==> config.mk <==
export PLATFORM = sky130hd
export DESIGN_NAME = rgbc_div_step
export DESIGN_NICKNAME = d
export VERILOG_FILES = /design/src/hw/rtl/rgbc_pkg.sv /design/src/hw/rtl/rgbc_div_step.sv
export SDC_FILE = /design/constraint.sdc
export NUM_CORES = 1
export LEC_CHECK = 0
export BUFFER_PORTS_ARGS = -buffer_cell sky130_fd_sc_hd__buf_4
export CAP_MARGIN = 15
export CORE_MARGIN = 1
export CORE_UTILIZATION = 52
export DETAILED_ROUTE_END_ITERATION = 10
export PLACE_DENSITY = 0.88
export SLEW_MARGIN = 25
export SYNTH_ARGS = -nofsm -noshare
export SYNTH_HDL_FRONTEND = slang
export SYNTH_SLANG_ARGS = --single-unit
export TNS_END_PERCENT = 1
==> constraint.sdc <==
create_clock -name vclk -period 7.3
set_input_delay 0.73 -clock vclk [all_inputs]
set_output_delay 0.73 -clock vclk [all_outputs]
set_load 0.05 [all_outputs]
==> src/hw/rtl/rgbc_pkg.sv <==
`timescale 1ns / 1ps
// shared types and constants for the rgb clamp with desaturation block
// no dependencies

package rgbc_pkg;

    localparam int FRAC_BITS = 12;
    localparam int CH_W      = 18;
    localparam int OUT_W     = 13;
    localparam int PROD_W    = 31;
    localparam int SUM_W     = 33;
    localparam int LUMA_W    = 21;
    localparam int DEN_W     = 19;
    localparam int REM_W     = 20;
    localparam int Q_W       = FRAC_BITS;
    localparam int SAT_W     = FRAC_BITS + 1;
    localparam int DIFF_W    = 22;
    localparam int SPROD_W   = DIFF_W + SAT_W + 1;

    localparam logic [SAT_W-1:0] ONE_VAL = SAT_W'(1) << FRAC_BITS;

    // luma weights are q0.12 whatever the channel format
    localparam logic [11:0] W_RED   = 12'd1225;
    localparam logic [11:0] W_GREEN = 12'd2404;
    localparam logic [11:0] W_BLUE  = 12'd467;
    localparam int          W_SHIFT = 12;

    // register stages: input, products, luma, divider setup,
    // one per quotient bit, factor minimum, scale product, output
    localparam int ST_IN    = 0;
    localparam int ST_PROD  = 1;
    localparam int ST_LUMA  = 2;
    localparam int ST_SETUP = 3;
    localparam int ST_DIV0  = 4;
    localparam int ST_MIN   = ST_DIV0 + Q_W;
    localparam int ST_SCALE = ST_MIN + 1;
    localparam int NSTG     = ST_SCALE + 1;

    typedef enum logic [1:0] {
        MODE_NORMAL,
        MODE_WHITE,
        MODE_BLACK
    } mode_t;

    typedef struct packed {
        logic [2:0][CH_W-1:0]    ch;
        logic [2:0][PROD_W-1:0]  prod;
        logic [LUMA_W-1:0]       luma;
        mode_t                   mode;
        logic [2:0]              act;
        logic [2:0][REM_W-1:0]   rem;
        logic [2:0][DEN_W-1:0]   den;
        logic [2:0][Q_W-1:0]     quo;
        logic [SAT_W-1:0]        sat;
        logic [2:0][SPROD_W-1:0] sprod;
    } pix_t;

endpackage

==> src/hw/rtl/rgbc_div_step.sv <==
`timescale 1ns / 1ps
// one restoring division step: shift, compare, subtract, one quotient bit
// depends on rgbc_pkg

module rgbc_div_step
    import rgbc_pkg::*;
(
    input  logic [REM_W-1:0] rem,
    input  logic [DEN_W-1:0] den,
    input  logic [Q_W-1:0]   quo,
    output logic [REM_W-1:0] rem_nxt,
    output logic [Q_W-1:0]   quo_nxt
);

    logic [REM_W-1:0] shifted;
    logic             take;

    always_comb
    begin
        // remainder stays below the divisor, so the shift never overflows
        shifted = {rem[REM_W-2:0], 1'b0};
        take    = shifted >= {1'b0, den};
        rem_nxt = take ? shifted - {1'b0, den} : shifted;
        quo_nxt = {quo[Q_W-2:0], take};
    end

endmodule

# Word level (Yosys, flattened, before mapping)

Index checks and enable logic that the tools add are counted.

Logic and storage cells: 3
Output and inout port bits: 32
Bits of input ports: 51
Register bits: 0

$lt $le $gt $ge: 1
Multiplexer cells: 1
$add $sub $neg: 1

Operators with widths:

| operator         | count |
|---|---|
| $ge A20 B19 Y1   | 1 |
| $mux W20         | 1 |
| $sub A20 B19 Y20 | 1 |

# Depth between registers and ports, before layout

Depth after elaboration: 2
Gate-level depth with buffers: 11
Gate-level depth less buffers: 10

# Worst setup path after synthesis

No wires, ideal clock.

Path type: input -> output
From: input den[0]
To: output rem_nxt[16]
Data required time: 6.570 ns
Arrival: 3.483 ns
Path buffers: 0
Path slack: 3.087 ns
Stages: 8
Cell sequence: inv_1 -> fa_1 -> a21o_1 -> a221o_1 -> a21oi_2 -> o21ai_0 -> a32o_1 -> a221oi_1

Word-level cells in the longest chain between the ends: 2
Elaborated cells on any way between the ends: 3
Those cells by class: add/sub (1); order compare (1); mux (1)

RTL lines:

| what                                               | line                                     | text |
|---|---|---|
| start, declared                                    | rgbc_div_step.sv:9                       | `input logic [DEN_W-1:0] den,` |
| $sub A20 B19 Y20 or $ge A20 B19 Y1 (tied branches) | rgbc_div_step.sv:23, rgbc_div_step.sv:22 |  |
| $mux W20 *                                         | rgbc_div_step.sv:23                      | `rem_nxt = take ? shifted - {1'b0, den} : shifted;` |
| end, declared                                      | rgbc_div_step.sv:11                      | `output logic [REM_W-1:0] rem_nxt,` |

Every way passes the cells marked *; elsewhere a longest branch is shown, timed or not.

# Worst setup path in the final report

From: input rem[13]
To: output rem_nxt[7]

Word-level cells in the longest chain between the ends: 2

RTL lines:

| what            | line                | text |
|---|---|---|
| start, declared | rgbc_div_step.sv:8  | `input logic [REM_W-1:0] rem,` |
| $ge A20 B19 Y1  | rgbc_div_step.sv:22 | `take = shifted >= {1'b0, den};` |
| $mux W20        | rgbc_div_step.sv:23 |  |

Every way passes these cells.

==> results.md <==
| Step | Item | This run |
| --- | --- | --- |
| die | DIE HEIGHT | 57.0 microns |
| synth | Warning count from the yosys run | 0 |
| timing | Aggregate negative setup slack | 0 ps |
| timing | RSZ-0062 raised after global routing | no |
| detailed routing | Post-detailed-route via-to-cell ratio | 5.91 |
| grt | Number of global-route vias before repair | 1456 |
| final layout | Clock tree buffer count of the final layout | 0 |
| grt | Met2 Use GR | 38.3% |
| power and ir drop | Cell-internal power | 115 uW |
| synth | Area share of the leading cell type in the synthesized netlist | 15.1% |
| final layout | FFs & Latches | 0 |
| setup path | Arrival time of data at the critical path endpoint | 3150 ps |
| min path | Hold crit path type | in2out |
| die | Die Wd | 57.0 microns |
| grt | Layer with the highest usage | met2 |
| setup path | Endpoint required time on the critical path | 6570 ps |
| final layout | Fraction of final layout cells sized beyond drive strength 1 | 34.9% |
| timing | Worst slew margin relative to its limit | 68.3% |
| grt | Total global-route track usage | 20.9% |
| timing | Post-route worst hold slack | 1460 ps |
| timing | Finish-stage setup viols | 0 |
| detailed routing | Via total after detailed routing | 1656 |
| synth | Area of the mapped netlist | 1570 sq um |
| final layout | Area taken by flip-flops and latches | 0 sq um |
| setup path | Critical path startpoint | rem[13] |
| run | Max cap viols | 0 |
| grt | Met3 global-route usage | 0.454% |
| die | Core area | 2810 sq um |
| clock network | Hold Buf Count CTS | 0 |
| power and ir drop | Net switching fraction of the power | 61.8% |
| detailed routing | Residual DRC | 7 |
| grt | GR Overflow Total | 0 |
| detailed routing | Antenna-violating nets left | 0 |
| power and ir drop | Cell area power density | 159 nW/um^2 |
| die | Count of boundary I/O pins | 83 |
| final layout | Antenna cell count | 0 |
| setup path | Critical path startpoint category | input port |
| synth | Synth top area cells | sky130_fd_sc_hd__ha_1 15%, sky130_fd_sc_hd__buf_4 7.6%, sky130_fd_sc_hd__mux2_2 6.4% |
| die | Area of the die | 3250 sq um |
| detailed routing | Initial drt markers | 54 |
| grt | Pin count of the biggest net entering global routing | 19 |
| detailed routing | Number of optimization iterations in the first detailed-route pass | 7 |
| timing | Fin. max-slew vios | 0 |
| place | Half-perimeter wire length after detailed placement | 2920 microns |
| synth | Most repeated cell in the gate-level netlist after synthesis | sky130_fd_sc_hd__inv_1 |
| power and ir drop | Sw power | 186 uW |
| power and ir drop | Worst vdd rail ir drop | 0.0909 mV |
| detailed routing | Overall routed net length | 3470 microns |
| timing | Maximum clock rate | 258 MHz |
| power and ir drop | Leak | 0.934 nW |
| final layout | Area growth syn-to-layout | 20.5% |
| synth | Post-synth net total | 282 |
| clock network | Number of buffers inserted to repair setup after CTS | 0 |
| power and ir drop | Part of the power in the clock network | 0% |
| detailed routing | WL per Instance | 12.4 microns |
| run status | Failing checks | design-rule violations |
| timing | Hold violation count in the final report | 0 |
| synth | Gate count after technology mapping | 211 |
| timing | Fin crit period | 3880 ps |
| min path | Critical hold path startpoint | quo[9] |
| grt | Wire length of the first global-routing pass | 5790 microns |
| synth | Syn avg cell area | 7.45 sq um |
| synth | Area leader, netlist | sky130_fd_sc_hd__ha_1 |
| setup path | Crit end category | primary output |
| power and ir drop | Sequential cell fraction of total power | 0% |
| die | Number of placement rows | 19 |
| synth | Commonest cells post-synth | 22 x sky130_fd_sc_hd__inv_1, 21 x sky130_fd_sc_hd__nand2_1, 19 x sky130_fd_sc_hd__a21oi_1, 19 x sky130_fd_sc_hd__ha_1, 16 x sky130_fd_sc_hd__buf_4 |
| synth | Seq/Total Area, Yosys | 0% |
| power and ir drop | Part of the total power dissipated in combinational logic | 100.0% |
| setup path | Critical-path maximum fanout | 18 |
| timing | Slew at the pin with the worst max-slew slack | 473 ps |
| grt | Met1 track demand over resource | 28.6% |
| run status | Result of the run | finished with violations |
| grt | Number of antenna violations at the first check in global routing | 0 |
| place | Final GP Congestion | 0.866 |
| place | Count of input and output buffers | 59 |
| setup path | WS Path Type | in2out |
| synth | Number of unique standard cell types used by synthesis | 54 |
| die | Starting density of the core | 56.0% |
| timing | Period utilisation layout | 53.2% |
| clock network | Resize count post-CTS | 0 |
| final layout | Net count of the finished layout | 322 |
## final cells by class
class	count	area (sq um)
fill	268	911
inverter	23	93.8
multi-input combinational	167	1320
tap	31	38.8
timing repair buffer	59	443
## routing by layer
metal / up-vias / wire, microns
li1: 836 / -
met1: 758 / 1560
met2: 60 / 1730
met3: 2 / 178
met4: 0 / 5
met5: - / 0
## logic make-up (layout without fill, tap and decap cells)
family                   count (synthesis)  after routing  share of synthesized area, %
AO/OA/AOI/OAI                           65             65                          29.8
XOR/XNOR                                14             14                          8.28
adder cells (fa/ha/maj)                 20             20                          16.4
buffers and inverters                   44             82                          16.1
multiplexers                            15             15                          11.9
AND/OR/NAND/NOR                         53             53                          17.6
## worst max-delay path, cell delays in order
cell                      delay [ps]
sky130_fd_sc_hd__buf_4           110
sky130_fd_sc_hd__ha_1            460
sky130_fd_sc_hd__nand4_4         170
sky130_fd_sc_hd__or4_4           550
sky130_fd_sc_hd__and3_4          190
sky130_fd_sc_hd__a21o_4          240
sky130_fd_sc_hd__inv_8           140
sky130_fd_sc_hd__mux2_2          360
sky130_fd_sc_hd__buf_4           190
## power by group through the flow
stage | clock network [mW] | logic (mW) | registers [mW]
2_1_floorplan | 0 | 0.249 | 0
3_5_place_dp | 0 | 0.301 | 0
6_report | 0 | 0.301 | 0
3_3_place_gp | 0 | 0.297 | 0
4_1_cts | 0 | 0.302 | 0
5_1_grt | 0 | 0.320 | 0
## path summary, 6_finish.rpt
path | endpoint | slack [ps] | cells after the start
max | rem_nxt[7] | 3420 | 9
min | quo_nxt[10] | 1460 | 0
## cells in the final DEF, fill, tap and decap left out, drive strengths merged, types with 2 or more instances in the layout
cell type / netlist / routed
buf: 20 / 59
inv: 23 / 23
nand2: 21 / 21
a21oi: 20 / 20
ha: 19 / 19
mux2: 14 / 14
o21ai: 13 / 13
nor2: 11 / 11
xnor2: 8 / 8
nand4: 7 / 7
xor2: 6 / 6
a21o: 4 / 4
o211ai: 4 / 4
nand3: 3 / 3
o21a: 3 / 3
nor3: 3 / 3
and3: 3 / 3
a211oi: 2 / 2
a311oi: 2 / 2
a221oi: 2 / 2
o21bai: 2 / 2
## metrics by stage
step / worst slack [ps] / area (sq um) / cells / total power, mW / util (%)
3_3_place_gp: 3430 / 1890 / 280 / 0.297 / 67.5
2_1_floorplan: 3090 / 1570 / 211 / 0.249 / -
6_report: 3420 / 1890 / 280 / 0.301 / 67.5
5_1_grt: 3350 / 1890 / 280 / 0.320 / 67.5
3_5_place_dp: 3420 / 1890 / 280 / 0.301 / 67.5
4_1_cts: 3420 / 1890 / 280 / 0.302 / 67.5
No activity file was read; power rests on OpenSTA's default activity.
